File: src/hdl/qrs_pkg.sv
// Shared types, constants and width helpers of the quadratic root solver.
`timescale 1ns / 1ps
package qrs_pkg;
	localparam int VALUE_W = 48;
	localparam int DISC_W  = 34;

	typedef enum logic [1:0] {
		CLS_REAL    = 2'd0,
		CLS_REPEAT  = 2'd1,
		CLS_COMPLEX = 2'd2,
		CLS_DEGEN   = 2'd3
	} root_class_t;

	typedef struct packed {
		logic load_in;
		logic mul;
		logic disc;
		logic sq_init;
		logic sq_step;
		logic dv_init;
		logic dv_sel;
		logic dv_step;
		logic out_load;
	} qrs_cmd_t;

	// Width of the exact discriminant.
	function automatic int disc_w(input int cw);
		return 2 * cw + 2;
	endfunction

	// Width of the integer root of |d| shifted left by twice the fraction bits.
	function automatic int root_w(input int cw, input int f);
		return cw + 1 + f;
	endfunction

	// Width of a signed numerator -b*2^f plus or minus the root.
	function automatic int num_w(input int cw, input int f);
		return cw + f + 3;
	endfunction
endpackage

File: src/hdl/qrs_if.sv
// Valid/ready channel interfaces for coefficient input and root output.
`timescale 1ns / 1ps
interface qrs_in_if #(parameter int COEF_WIDTH = 16);
	logic                         valid;
	logic                         ready;
	logic signed [COEF_WIDTH-1:0] coef_square;
	logic signed [COEF_WIDTH-1:0] coef_linear;
	logic signed [COEF_WIDTH-1:0] coef_constant;
	modport source(output valid, coef_square, coef_linear, coef_constant, input ready);
	modport sink(input valid, coef_square, coef_linear, coef_constant, output ready);
endinterface

interface qrs_out_if;
	logic               valid;
	logic               ready;
	logic [1:0]         root_class;
	logic signed [47:0] first_value;
	logic signed [47:0] second_value;
	logic signed [33:0] discriminant_out;
	modport source(output valid, root_class, first_value, second_value, discriminant_out,
		input ready);
	modport sink(input valid, root_class, first_value, second_value, discriminant_out,
		output ready);
endinterface

File: src/hdl/quadratic_root_solver.sv
// Quadratic root solver: one result per coefficient set, from a digit-serial root of
// RW = COEF_WIDTH+FRAC_BITS+1 root digits and the one shared restoring divider, run
// twice for NW = COEF_WIDTH+FRAC_BITS+3 quotient bits each. No new set is taken while
// one is in progress. A new set is taken after the result enters the output register,
// even while that result still waits for transfer. Reset clears the sequencer and the
// output valid flag; the datapath registers are not reset.
`timescale 1ns / 1ps
module quadratic_root_solver import qrs_pkg::*; #(
	parameter int COEF_WIDTH = 16,
	parameter int FRAC_BITS  = 16
) (
	input logic     clk,
	input logic     arst_n,
	qrs_in_if.sink  in_ch,
	qrs_out_if.source out_ch
);
	qrs_cmd_t cmd;

	qrs_ctrl #(.COEF_WIDTH(COEF_WIDTH), .FRAC_BITS(FRAC_BITS)) u_ctrl (
		.clk       (clk),
		.arst_n    (arst_n),
		.in_valid  (in_ch.valid),
		.in_ready  (in_ch.ready),
		.out_ready (out_ch.ready),
		.out_valid (out_ch.valid),
		.cmd       (cmd)
	);

	qrs_dp #(.COEF_WIDTH(COEF_WIDTH), .FRAC_BITS(FRAC_BITS)) u_dp (
		.clk              (clk),
		.cmd              (cmd),
		.coef_square      (in_ch.coef_square),
		.coef_linear      (in_ch.coef_linear),
		.coef_constant    (in_ch.coef_constant),
		.root_class       (out_ch.root_class),
		.first_value      (out_ch.first_value),
		.second_value     (out_ch.second_value),
		.discriminant_out (out_ch.discriminant_out)
	);
endmodule

File: src/hdl/qrs_ctrl.sv
// Sequencing state machine of the quadratic root solver.
`timescale 1ns / 1ps
module qrs_ctrl import qrs_pkg::*; #(
	parameter int COEF_WIDTH = 16,
	parameter int FRAC_BITS  = 16
) (
	input  logic     clk,
	input  logic     arst_n,
	input  logic     in_valid,
	output logic     in_ready,
	input  logic     out_ready,
	output logic     out_valid,
	output qrs_cmd_t cmd
);
	localparam int RW    = root_w(COEF_WIDTH, FRAC_BITS);
	localparam int NW    = num_w(COEF_WIDTH, FRAC_BITS);
	localparam int CNT_W = $clog2(NW);

	typedef enum logic [2:0] {
		ST_IDLE, ST_MUL, ST_DISC, ST_SQ_INIT, ST_SQRT, ST_DV_INIT, ST_DIV, ST_DONE
	} state_t;

	state_t             state_q;
	logic [CNT_W-1:0]   cnt_q;
	logic               sel_q;
	logic               out_valid_q;
	logic               emit;

	assign emit      = (state_q == ST_DONE) && (!out_valid_q || out_ready);
	assign in_ready  = (state_q == ST_IDLE);
	assign out_valid = out_valid_q;

	always_comb begin
		cmd          = '0;
		cmd.load_in  = (state_q == ST_IDLE) && in_valid;
		cmd.mul      = (state_q == ST_MUL);
		cmd.disc     = (state_q == ST_DISC);
		cmd.sq_init  = (state_q == ST_SQ_INIT);
		cmd.sq_step  = (state_q == ST_SQRT);
		cmd.dv_init  = (state_q == ST_DV_INIT);
		cmd.dv_sel   = sel_q;
		cmd.dv_step  = (state_q == ST_DIV);
		cmd.out_load = emit;
	end

	always_ff @(posedge clk or negedge arst_n) begin
		if (!arst_n) begin
			state_q     <= ST_IDLE;
			cnt_q       <= '0;
			sel_q       <= 1'b0;
			out_valid_q <= 1'b0;
		end else begin
			// The output register drains independently of the state machine.
			if (emit)
				out_valid_q <= 1'b1;
			else if (out_valid_q && out_ready)
				out_valid_q <= 1'b0;

			unique case (state_q)
				ST_IDLE: begin
					if (in_valid)
						state_q <= ST_MUL;
				end
				ST_MUL: state_q <= ST_DISC;
				ST_DISC: state_q <= ST_SQ_INIT;
				ST_SQ_INIT: begin
					cnt_q   <= CNT_W'(RW - 1);
					state_q <= ST_SQRT;
				end
				ST_SQRT: begin
					if (cnt_q == '0) begin
						sel_q   <= 1'b0;
						state_q <= ST_DV_INIT;
					end else begin
						cnt_q <= cnt_q - 1'b1;
					end
				end
				ST_DV_INIT: begin
					cnt_q   <= CNT_W'(NW - 1);
					state_q <= ST_DIV;
				end
				ST_DIV: begin
					if (cnt_q == '0) begin
						if (!sel_q) begin
							sel_q   <= 1'b1;
							state_q <= ST_DV_INIT;
						end else begin
							state_q <= ST_DONE;
						end
					end else begin
						cnt_q <= cnt_q - 1'b1;
					end
				end
				ST_DONE: begin
					if (emit)
						state_q <= ST_IDLE;
				end
				default: state_q <= ST_IDLE;
			endcase
		end
	end
endmodule

File: src/hdl/qrs_dp.sv
// Datapath: products, discriminant, digit-serial root and shared restoring divider.
`timescale 1ns / 1ps
module qrs_dp import qrs_pkg::*; #(
	parameter int COEF_WIDTH = 16,
	parameter int FRAC_BITS  = 16
) (
	input  logic                         clk,
	input  qrs_cmd_t                     cmd,
	input  logic signed [COEF_WIDTH-1:0] coef_square,
	input  logic signed [COEF_WIDTH-1:0] coef_linear,
	input  logic signed [COEF_WIDTH-1:0] coef_constant,
	output logic [1:0]                   root_class,
	output logic signed [VALUE_W-1:0]    first_value,
	output logic signed [VALUE_W-1:0]    second_value,
	output logic signed [DISC_W-1:0]     discriminant_out
);
	localparam int CW = COEF_WIDTH;
	localparam int DW = disc_w(CW);
	localparam int MW = DW + 2 * FRAC_BITS;
	localparam int RW = root_w(CW, FRAC_BITS);
	localparam int NW = num_w(CW, FRAC_BITS);

	logic signed [CW-1:0]   a_q, b_q, c_q;
	logic signed [2*CW-1:0] bb_q, ac_q;
	logic signed [DW-1:0]   d_q;
	logic [MW-1:0]          opnd_q;
	logic [RW+1:0]          srem_q;
	logic [RW-1:0]          root_q;
	logic [NW-1:0]          dvq_q;
	logic [CW:0]            dvr_q;
	logic                   qneg_q;
	logic signed [NW-1:0]   v1_q;

	logic [DW-1:0]          d_mag;
	logic [RW+3:0]          srem2, strial;
	logic signed [NW-1:0]   negb, rval, num;
	logic [NW-1:0]          num_mag;
	logic signed [CW:0]     den;
	logic [CW:0]            den_mag;
	logic [CW+1:0]          drem2, dden;
	logic signed [NW-1:0]   quot;
	root_class_t            cls;

	assign d_mag  = d_q[DW-1] ? DW'(-d_q) : d_q;
	assign srem2  = {srem_q, opnd_q[MW-1:MW-2]};
	assign strial = {2'b00, root_q, 2'b01};

	assign negb = -(NW'(b_q) <<< FRAC_BITS);
	assign rval = signed'(NW'(root_q));

	always_comb begin
		priority if (a_q == '0)
			cls = CLS_DEGEN;
		else if (d_q == '0)
			cls = CLS_REPEAT;
		else if (d_q[DW-1])
			cls = CLS_COMPLEX;
		else
			cls = CLS_REAL;
	end

	always_comb begin
		if (!cmd.dv_sel) begin
			num = (cls == CLS_REAL) ? negb + rval : negb;
		end else begin
			unique case (cls)
				CLS_REAL:    num = negb - rval;
				CLS_COMPLEX: num = rval;
				default:     num = '0;
			endcase
		end
	end

	assign num_mag = num[NW-1] ? NW'(-num) : NW'(num);
	assign den     = (CW + 1)'(a_q) <<< 1;
	assign den_mag = den[CW] ? (CW + 1)'(-den) : (CW + 1)'(den);
	assign drem2   = {dvr_q, dvq_q[NW-1]};
	assign dden    = {1'b0, den_mag};
	assign quot    = qneg_q ? -signed'(dvq_q) : signed'(dvq_q);

	always_ff @(posedge clk) begin
		if (cmd.load_in) begin
			a_q <= coef_square;
			b_q <= coef_linear;
			c_q <= coef_constant;
		end
		if (cmd.mul) begin
			bb_q <= b_q * b_q;
			ac_q <= a_q * c_q;
		end
		if (cmd.disc)
			d_q <= DW'(bb_q) - (DW'(ac_q) <<< 2);
		if (cmd.sq_init) begin
			opnd_q <= {d_mag, (2 * FRAC_BITS)'(0)};
			srem_q <= '0;
			root_q <= '0;
		end
		if (cmd.sq_step) begin
			opnd_q <= opnd_q << 2;
			if (srem2 >= strial) begin
				srem_q <= (RW + 2)'(srem2 - strial);
				root_q <= {root_q[RW-2:0], 1'b1};
			end else begin
				srem_q <= (RW + 2)'(srem2);
				root_q <= {root_q[RW-2:0], 1'b0};
			end
		end
		if (cmd.dv_init) begin
			// The second division overwrites the quotient, so keep the first.
			if (cmd.dv_sel)
				v1_q <= quot;
			dvq_q  <= num_mag;
			dvr_q  <= '0;
			qneg_q <= num[NW-1] ^ den[CW];
		end
		if (cmd.dv_step) begin
			if (drem2 >= dden) begin
				dvr_q <= (CW + 1)'(drem2 - dden);
				dvq_q <= {dvq_q[NW-2:0], 1'b1};
			end else begin
				dvr_q <= (CW + 1)'(drem2);
				dvq_q <= {dvq_q[NW-2:0], 1'b0};
			end
		end
		if (cmd.out_load) begin
			root_class       <= cls;
			first_value      <= (cls == CLS_DEGEN) ? '0 : VALUE_W'(v1_q);
			second_value     <= (cls == CLS_DEGEN) ? '0 : VALUE_W'(quot);
			discriminant_out <= DISC_W'(d_q);
		end
	end
endmodule

File: src/flat_wrapper.sv
// flat-port wrapper written by rule: the top's interface ports become plain ports
module quadratic_root_solver_flat import qrs_pkg::*;
#(
	parameter int COEF_WIDTH = 16,
	parameter int FRAC_BITS  = 16
)
  (clk, arst_n, in_ch_valid, in_ch_coef_square, in_ch_coef_linear, in_ch_coef_constant, in_ch_ready, out_ch_valid, out_ch_root_class, out_ch_first_value, out_ch_second_value, out_ch_discriminant_out, out_ch_ready);
  qrs_in_if #(.COEF_WIDTH(COEF_WIDTH)) in_ch_i ();
  qrs_out_if out_ch_i ();
  input logic clk;
  input logic arst_n;
  input wire logic [$bits(in_ch_i.valid)-1:0] in_ch_valid;
  input wire logic [$bits(in_ch_i.coef_square)-1:0] in_ch_coef_square;
  input wire logic [$bits(in_ch_i.coef_linear)-1:0] in_ch_coef_linear;
  input wire logic [$bits(in_ch_i.coef_constant)-1:0] in_ch_coef_constant;
  output wire logic [$bits(in_ch_i.ready)-1:0] in_ch_ready;
  output wire logic [$bits(out_ch_i.valid)-1:0] out_ch_valid;
  output wire logic [$bits(out_ch_i.root_class)-1:0] out_ch_root_class;
  output wire logic [$bits(out_ch_i.first_value)-1:0] out_ch_first_value;
  output wire logic [$bits(out_ch_i.second_value)-1:0] out_ch_second_value;
  output wire logic [$bits(out_ch_i.discriminant_out)-1:0] out_ch_discriminant_out;
  input wire logic [$bits(out_ch_i.ready)-1:0] out_ch_ready;
  assign in_ch_i.valid = in_ch_valid;
  assign in_ch_i.coef_square = in_ch_coef_square;
  assign in_ch_i.coef_linear = in_ch_coef_linear;
  assign in_ch_i.coef_constant = in_ch_coef_constant;
  assign in_ch_ready = in_ch_i.ready;
  assign out_ch_valid = out_ch_i.valid;
  assign out_ch_root_class = out_ch_i.root_class;
  assign out_ch_first_value = out_ch_i.first_value;
  assign out_ch_second_value = out_ch_i.second_value;
  assign out_ch_discriminant_out = out_ch_i.discriminant_out;
  assign out_ch_i.ready = out_ch_ready;
  quadratic_root_solver #(.COEF_WIDTH(COEF_WIDTH), .FRAC_BITS(FRAC_BITS)) u_core (.clk(clk), .arst_n(arst_n), .in_ch(in_ch_i), .out_ch(out_ch_i));
endmodule
File: config.mk
export PLATFORM = sky130hd
export DESIGN_NAME = quadratic_root_solver_flat
export DESIGN_NICKNAME = d
export VERILOG_FILES = /design/src/hdl/qrs_pkg.sv /design/src/hdl/qrs_if.sv /design/src/hdl/quadratic_root_solver.sv /design/src/hdl/qrs_ctrl.sv /design/src/hdl/qrs_dp.sv /design/src/flat_wrapper.sv
export SDC_FILE = /design/constraint.sdc
export NUM_CORES = 2
export LEC_CHECK = 0
export BUFFER_PORTS_ARGS = -buffer_cell sky130_fd_sc_hd__buf_2
export CORE_MARGIN = 3
export CORE_UTILIZATION = 45
export CTS_CLUSTER_DIAMETER = 50
export CTS_CLUSTER_SIZE = 12
export DETAILED_ROUTE_END_ITERATION = 10
export GPL_TIMING_DRIVEN = 0
export SYNTH_ARGS = -nofsm -noshare
export SYNTH_HDL_FRONTEND = slang
export SYNTH_SLANG_ARGS = --single-unit
File: constraint.sdc
create_clock -name clk -period 22.7 [get_ports clk]
set_clock_uncertainty 0.05 [all_clocks]
set_input_delay 2.27 -clock clk [delete_from_list [all_inputs] [get_ports clk]]
set_output_delay 2.27 -clock clk [all_outputs]
set_load 0.005 [all_outputs]
### Word level (Yosys, flattened, before mapping)

Index checks and enable logic that the tools add are counted.

| operators by class | value |
|---|---|
| add/subtract/negate cells | 11 |
| multiply operators | 2 |
| divide/modulo/power cells | 0 |
| $lt $le $gt $ge | 2 |
| eq/ne operators | 14 |
| shift-type cells | 0 |
| mux-type cells | 37 |
| bitwise logic cells | 1 |
| reductions and logical operators | 20 |

Operators by type and width:

| operator | count |
|---|---|
| $mux W35 | 9 |
| $mux W66 | 2 |
| $neg A35 Y35 | 2 |
| $pmux W35 S2 | 1 |
| $mux W17 | 4 |
| $mux W33 | 2 |
| $mul A16 B16 Y32 | 2 |
| $ge A37 B35 Y1 | 1 |
| $add A35 B34 Y35 | 1 |
| $neg A32 Y35 | 1 |
| $sub A35 B34 Y35 | 1 |
| $sub A35 B35 Y35 | 1 |
| $logic_not A34 Y1 | 1 |
| $mux W34 | 1 |
| $neg A34 Y34 | 1 |
| $sub A32 B34 Y34 | 1 |
| $pmux W3 S8 | 1 |
| $ge A18 B17 Y1 | 1 |
| $pmux W6 S3 | 1 |
| $neg A17 Y17 | 1 |
| $sub A17 B17 Y17 | 1 |
| $logic_not A16 Y1 | 1 |
| $eq A3 B3 Y1 const B | 4 |
| $mux W3 | 4 |
| other kinds (22) | 42 |

| storage, ports and cells | value |
|---|---|
| register bits after elaboration | 453 |
| bits in latches | 0 |
| RAM bits | 0 |
| ROM bits | 0 |
| input bits | 52 |
| output and inout port bits | 134 |
| logic and storage cells | 109 |
| memories | 0 |

### Depth between registers and ports, before layout

| depth | value |
|---|---|
| word-level depth | 10 |
| depth in mapped cells | 29 |

### By module

From an unflattened synthesis, not the netlist that was laid out.

| second synthesis, totals | value |
|---|---|
| cell total of the unflattened synthesis | 4530 |
| area, all modules | 45053.2 µm² |

By module, submodules not included:

| module | times used | cells an instance | area an instance (µm²) | seq. area each (µm²) |
|---|---|---|---|---|
| qrs_dp | 1 | 4444 | 44308.7 | 13182.6 |
| qrs_ctrl | 1 | 86 | 744.5 | 275.3 |

### Least setup slack after synthesis

OpenSTA, ideal clock, no wires.

| path | value |
|---|---|
| kind | reg-to-reg |
| start | register u_core.u_ctrl.state_q[1] |
| end | register u_core.u_dp.opnd_q[32] (enable) |
| setup time | 0.704 ns |
| arrival | 7.923 ns |
| slack | 14.023 ns |
| cell stages (with the launch flop) | 4 |
| clock period less this slack | 8.677 ns |
| cells stage by stage | dfrtp_1 > clkbuf_1 > nand2_1 > o21ai_0 |

| between the ends | value |
|---|---|
| word-level cells in the longest chain between the ends | 2 |

Ends and longest elaborated chain:

| item | line | RTL |
|---|---|---|
| from (decl) | qrs_ctrl.sv:23 | `state_t state_q;` |
| from (signal assigned) | qrs_ctrl.sv:48 | `state_q <= ST_IDLE;` |
| from (signal assigned) | qrs_ctrl.sv:62 | `state_q <= ST_MUL;` |
| from (signal assigned) | qrs_ctrl.sv:64 | `ST_MUL: state_q <= ST_DISC;` |
| $eq A3 B3 Y1 or $eq A3 B2 Y1 (tied branches) | qrs_ctrl.sv:39, qrs_ctrl.sv:38 |  |
| $reduce_bool A2 Y1 (no line) * | -- |  |
| to (signal assigned) | qrs_dp.sv:94 | `opnd_q <= {d_mag, (2 * FRAC_BITS)'(0)};` |
| to (signal assigned) | qrs_dp.sv:99 | `opnd_q <= opnd_q << 2;` |
| to (decl) | qrs_dp.sv:26 | `logic [MW-1:0] opnd_q;` |

Every way passes the cells marked *; elsewhere a longest branch is shown, timed or not.
A chain may end at the register's enable or synchronous reset.

### Worst setup path after layout

| path | value |
|---|---|
| start | register u_core.u_dp.b_q[5] |
| end | register u_core.u_dp.bb_q[28] (data pin) |

| between the ends | value |
|---|---|
| word-level cells in the longest chain between the ends | 1 |

Ends and longest elaborated chain:

| item | line | RTL |
|---|---|---|
| from (decl) | qrs_dp.sv:23 | `logic signed [CW-1:0] a_q, b_q, c_q;` |
| from (signal assigned) | qrs_dp.sv:84 | `b_q <= coef_linear;` |
| $mul A16 B16 Y32 | qrs_dp.sv:88 | `bb_q <= b_q * b_q;` |
| to (signal assigned) | qrs_dp.sv:88 |  |
| to (decl) | qrs_dp.sv:24 | `logic signed [2*CW-1:0] bb_q, ac_q;` |

Every way passes these cells.

==> impl_metrics.csv <==
group,metric,value,unit
logic_synthesis,synth_area,0.0449,mm2
floorplanning,dieWidth,322,um
cells_and_area,fill_cells,9198,
logic_synthesis,yosysWarningCount,0,
clock_network,cts_tree,"done",
job,drv_cap,0,
worst_setup_path,path_cells,"clkbuf_1, clkbuf_1, nand2_1, fa_1, fa_1, fa_1, inv_1, fa_1, fa_1, inv_1, fa_1, inv_1, ha_1, and3_1, a221o_1, a211oi_1, o22ai_1, o41a_1, or3_1, a221oi_1, nor2b_1, o21ai_0, nor2b_1, xnor2_1",
routing,via_per_inst,5.38,
worst_setup_path,reg2reg_from,"u_core.u_dp.b_q[5]",
min_path,min_from,"u_core.u_dp.bb_q[0]",
sta,finalCritPeriodShare,38.3,%
floorplanning,die-area,0.104,mm2
clock_network,cts_htree_levels,3,
worst_setup_path,startpoint,"u_core.u_dp.b_q[5]",
clock_network,clk_pin_slew_worst_paths,60,ps
sta,setup_viol,0,
worst_setup_path,cp_num_cells,24,
sta,finalHoldViolations,0,
sta,max_freq,0.115,GHz
logic_synthesis,async_flop_share,2.44,%
run_status,status,"finished, final reports clean",
logic_synthesis,synthCells,4539,
global_routing,met3_usage,3.68,%
worst_setup_path,crit_family,"adder cells",
worst_setup_path,cp.required,23000,ps
logic_synthesis,yosysTopAreaCell,"edfxtp_1",
min_path,hp-class,"reg -> reg",
floorplanning,io-pin-count,186,
clock_network,cts_resized,0,
logic_synthesis,synth_flop_cell,"edfxtp_1",
global_routing,met2_usage,39.1,%
worst_setup_path,slowest_stage,"clkbuf_1",
global_routing,grt_pass1_vias,33400,
clock_network,clock_latency,650,ps
cells_and_area,drive_gt1_share,8.61,%
global_routing,antenna_found_initial,3,
global_routing,overflow,0,
global_routing,grt_max_degree,38,
worst_setup_path,critical_path_buf_inv_count,5,
routing,drt_iter0_markers,2080,
worst_setup_path,worstSetupPathType,"reg -> reg",
routing,drt-pass1-iter-count,6,
place,hpwl,95.9,mm
sta,finalMaxSlewViolations,0,
logic_synthesis,avgSynthCellArea,9.89,um2
clock_network,cts_sinks,450,
place,place.gp.congestion,0.961,
place,numPortBuffers,184,
logic_synthesis,ys_types,103,
floorplanning,core,0.0987,mm2
worst_setup_path,startpoint_type,"flip-flop",
routing,post_drt_wl_per_cell,19.3,um
global_routing,gr-usage-met1,30.3,%
sta,rsz0062_at_grt,"false",
cells_and_area,fin_nets,5654,
global_routing,grt_pass1_wl,187,mm
worst_setup_path,crit_fanout,10,
cells_and_area,syn2layout_area_growth,11.3,%
logic_synthesis,ys_seq_area_share,30.0,%
sta,worstMarginPinSlew,1380,ps
routing,drt_wl_total,119,mm
clock_network,cts_buffers,68,
logic_synthesis,syn-num-nets,5386,
worst_setup_path,cp_common_cell,"fa_1",
sta,slew-limit-headroom,7.91,%
global_routing,grtUsageTotal,23.3,%
floorplanning,rows,115,
sta,fin_crit,8700,ps
logic_synthesis,synthDominantCellAreaShare,29.4,%
worst_setup_path,rr_worst_depth,24,
global_routing,top_usage_layer,"met2",
clock_network,hold_buffers,0,
routing,drc_errors,0,
logic_synthesis,synth_area_leaders,"edfxtp_1 (29%), fa_1 (22%), ha_1 (8.3%)",
clock_network,cts_root_buf,"clkbuf_16",
sta,setup-tns-final,0,ps
clock_network,post_cts_buffers,0,
worst_setup_path,cp.arrival,9000,ps
logic_synthesis,ys_ff_latch,450,
worst_setup_path,worstSetupEndpointType,"flip-flop",
routing,postRouteAntennaNets,0,
clock_network,cts_max_path_buffers,3,
logic_synthesis,synth_edf_count,439,
routing,vias,33000,
floorplanning,die-height,322,um
floorplanning,start_util,45.5,%
sta,holdWs,370,ps
worst_setup_path,critPathMaxStageDelay,630,ps
min_path,holdPathStages,0,
-- kinds of logic after synthesis --
family | count (synthesis) | synth area share [%]
buffers and inverters | 978 | 8.68
XOR/XNOR | 291 | 5.68
AND/OR/NAND/NOR | 1280 | 14.1
flip-flops | 450 | 30.0
other | 1 | 0.00835
multiplexers | 47 | 1.06
AO/OA/AOI/OAI | 697 | 9.98
adder cells (fa/ha/maj) | 795 | 30.5
-- layout by cell type, fill, tap and decap left out, drive strengths merged, types with 30 or more instances in the layout --
cell	netlist	routed
a21o	66	66
a21oi	187	187
and2	220	220
buf	56	254
clkbuf	151	225
edfxtp	439	439
fa	498	498
ha	297	297
inv	765	784
mux2i	41	41
nand2	385	385
nand2b	33	33
nand3	54	54
nor2	292	292
nor2b	66	66
nor3	70	70
o21ai	182	182
o31ai	30	30
xnor2	186	186
xor2	105	105
-- worst register-to-register path, delay by kind of cell, from the launching register on --
kind	cells	cell delay, ps
xor gates and xnor gates	1	70
AOI/OAI and AO/OA	6	1920
and+or+nand+nor	5	1020
buffers and inverters	5	1430
adders and majority gates	7	3540
DFF	1	410
-- registers in the layout, indices dropped and copies added (netlist names) --
register / cells
u_core.u_dp.dvq_q: 35
u_core.u_dp.first_value: 35
u_core.u_dp.second_value: 35
u_core.u_dp.srem_q: 35
u_core.u_dp.v1_q: 35
u_core.u_dp.opnd_q: 34
u_core.u_dp.d_q: 33
u_core.u_dp.discriminant_out: 33
u_core.u_dp.root_q: 33
u_core.u_dp.ac_q: 32
u_core.u_dp.bb_q: 31
u_core.u_dp.dvr_q: 17
u_core.u_dp.a_q: 16
u_core.u_dp.b_q: 16
u_core.u_dp.c_q: 16
u_core.u_ctrl.cnt_q: 6
u_core.u_ctrl.state_q: 3
u_core.u_dp.root_class: 2
u_core.u_ctrl.out_valid: 1
u_core.u_ctrl.sel_q: 1
u_core.u_dp.qneg_q: 1
-- per-stage QoR --
stage	util [%]	instance area [um2]	std cells	worst slack [ps]
3_3_place_gp	48.0	47400	6010	9670
2_1_floorplan	-	44900	4539	14020
4_1_cts	50.6	50000	6142	13980
3_5_place_dp	48.4	47700	6024	14080
5_1_grt	50.6	50000	6142	13560
6_report	50.6	50000	6144	14000
-- worst paths after layout --
| path | to | slack [ps] |
|---|---|---|
| worst max-delay path | u_core.u_dp.bb_q[28] | 14000 |
| min in group asynchronous | u_core.u_ctrl.out_valid | 1450 |
| max in group asynchronous | u_core.u_ctrl.state_q[1] | 20880 |
| worst min register to register | u_core.u_dp.d_q[0] | 370 |
| worst min-delay path | u_core.u_dp.d_q[0] | 370 |
| worst max register to register | u_core.u_dp.bb_q[28] | 14000 |
-- final cells by class --
class                      instances  area [um2]  area share, %
multi-input combinational       3111       27600           55.2
sequential                       450       13500           26.9
antenna                            2        5.00         0.0100
timing repair buffer             198        1200           2.40
inverter                         770        2890           5.78
buffer                           208        1010           2.01
clock inverter                    44         482          0.964
tap                             1287        1610           3.22
clock buffer                      74        1750           3.49
-- synthesized netlist by cell type, types with 11 or more instances --
cell      count
nor3_1       68
or2_2        11
clkbuf_1    148
mux2i_1      41
fa_1        498
nand2_1     384
a21o_1       65
o21a_1       27
nand4_1      21
a21oi_1     184
a211oi_1     22
o21bai_1     24
or4_1        17
and2_1      218
nor2b_1      66
buf_4        29
o211ai_1     18
or3_1        23
o31ai_1      29
ha_1        297
nand2b_1     32
xnor2_1     186
a31oi_1      23
o21ai_0     174
and3_1       25
nor2_1      291
buf_1        12
edfxtp_1    439
nor3b_1      12
nor4_1       21
dfrtp_1      11
xor2_1      105
nand3_1      54
inv_1       764
-- per-layer routing --
layer / up-vias / share of wire (%)
li1: 15400 / -
met1: 16400 / 42
met2: 947 / 48
met3: 220 / 6.2
met4: 0 / 4.0
met5: - / 0
Power is left out: the tool's default activity adds up to more than one toggle a clock period on the data nets, which glitch-free logic cannot reach.
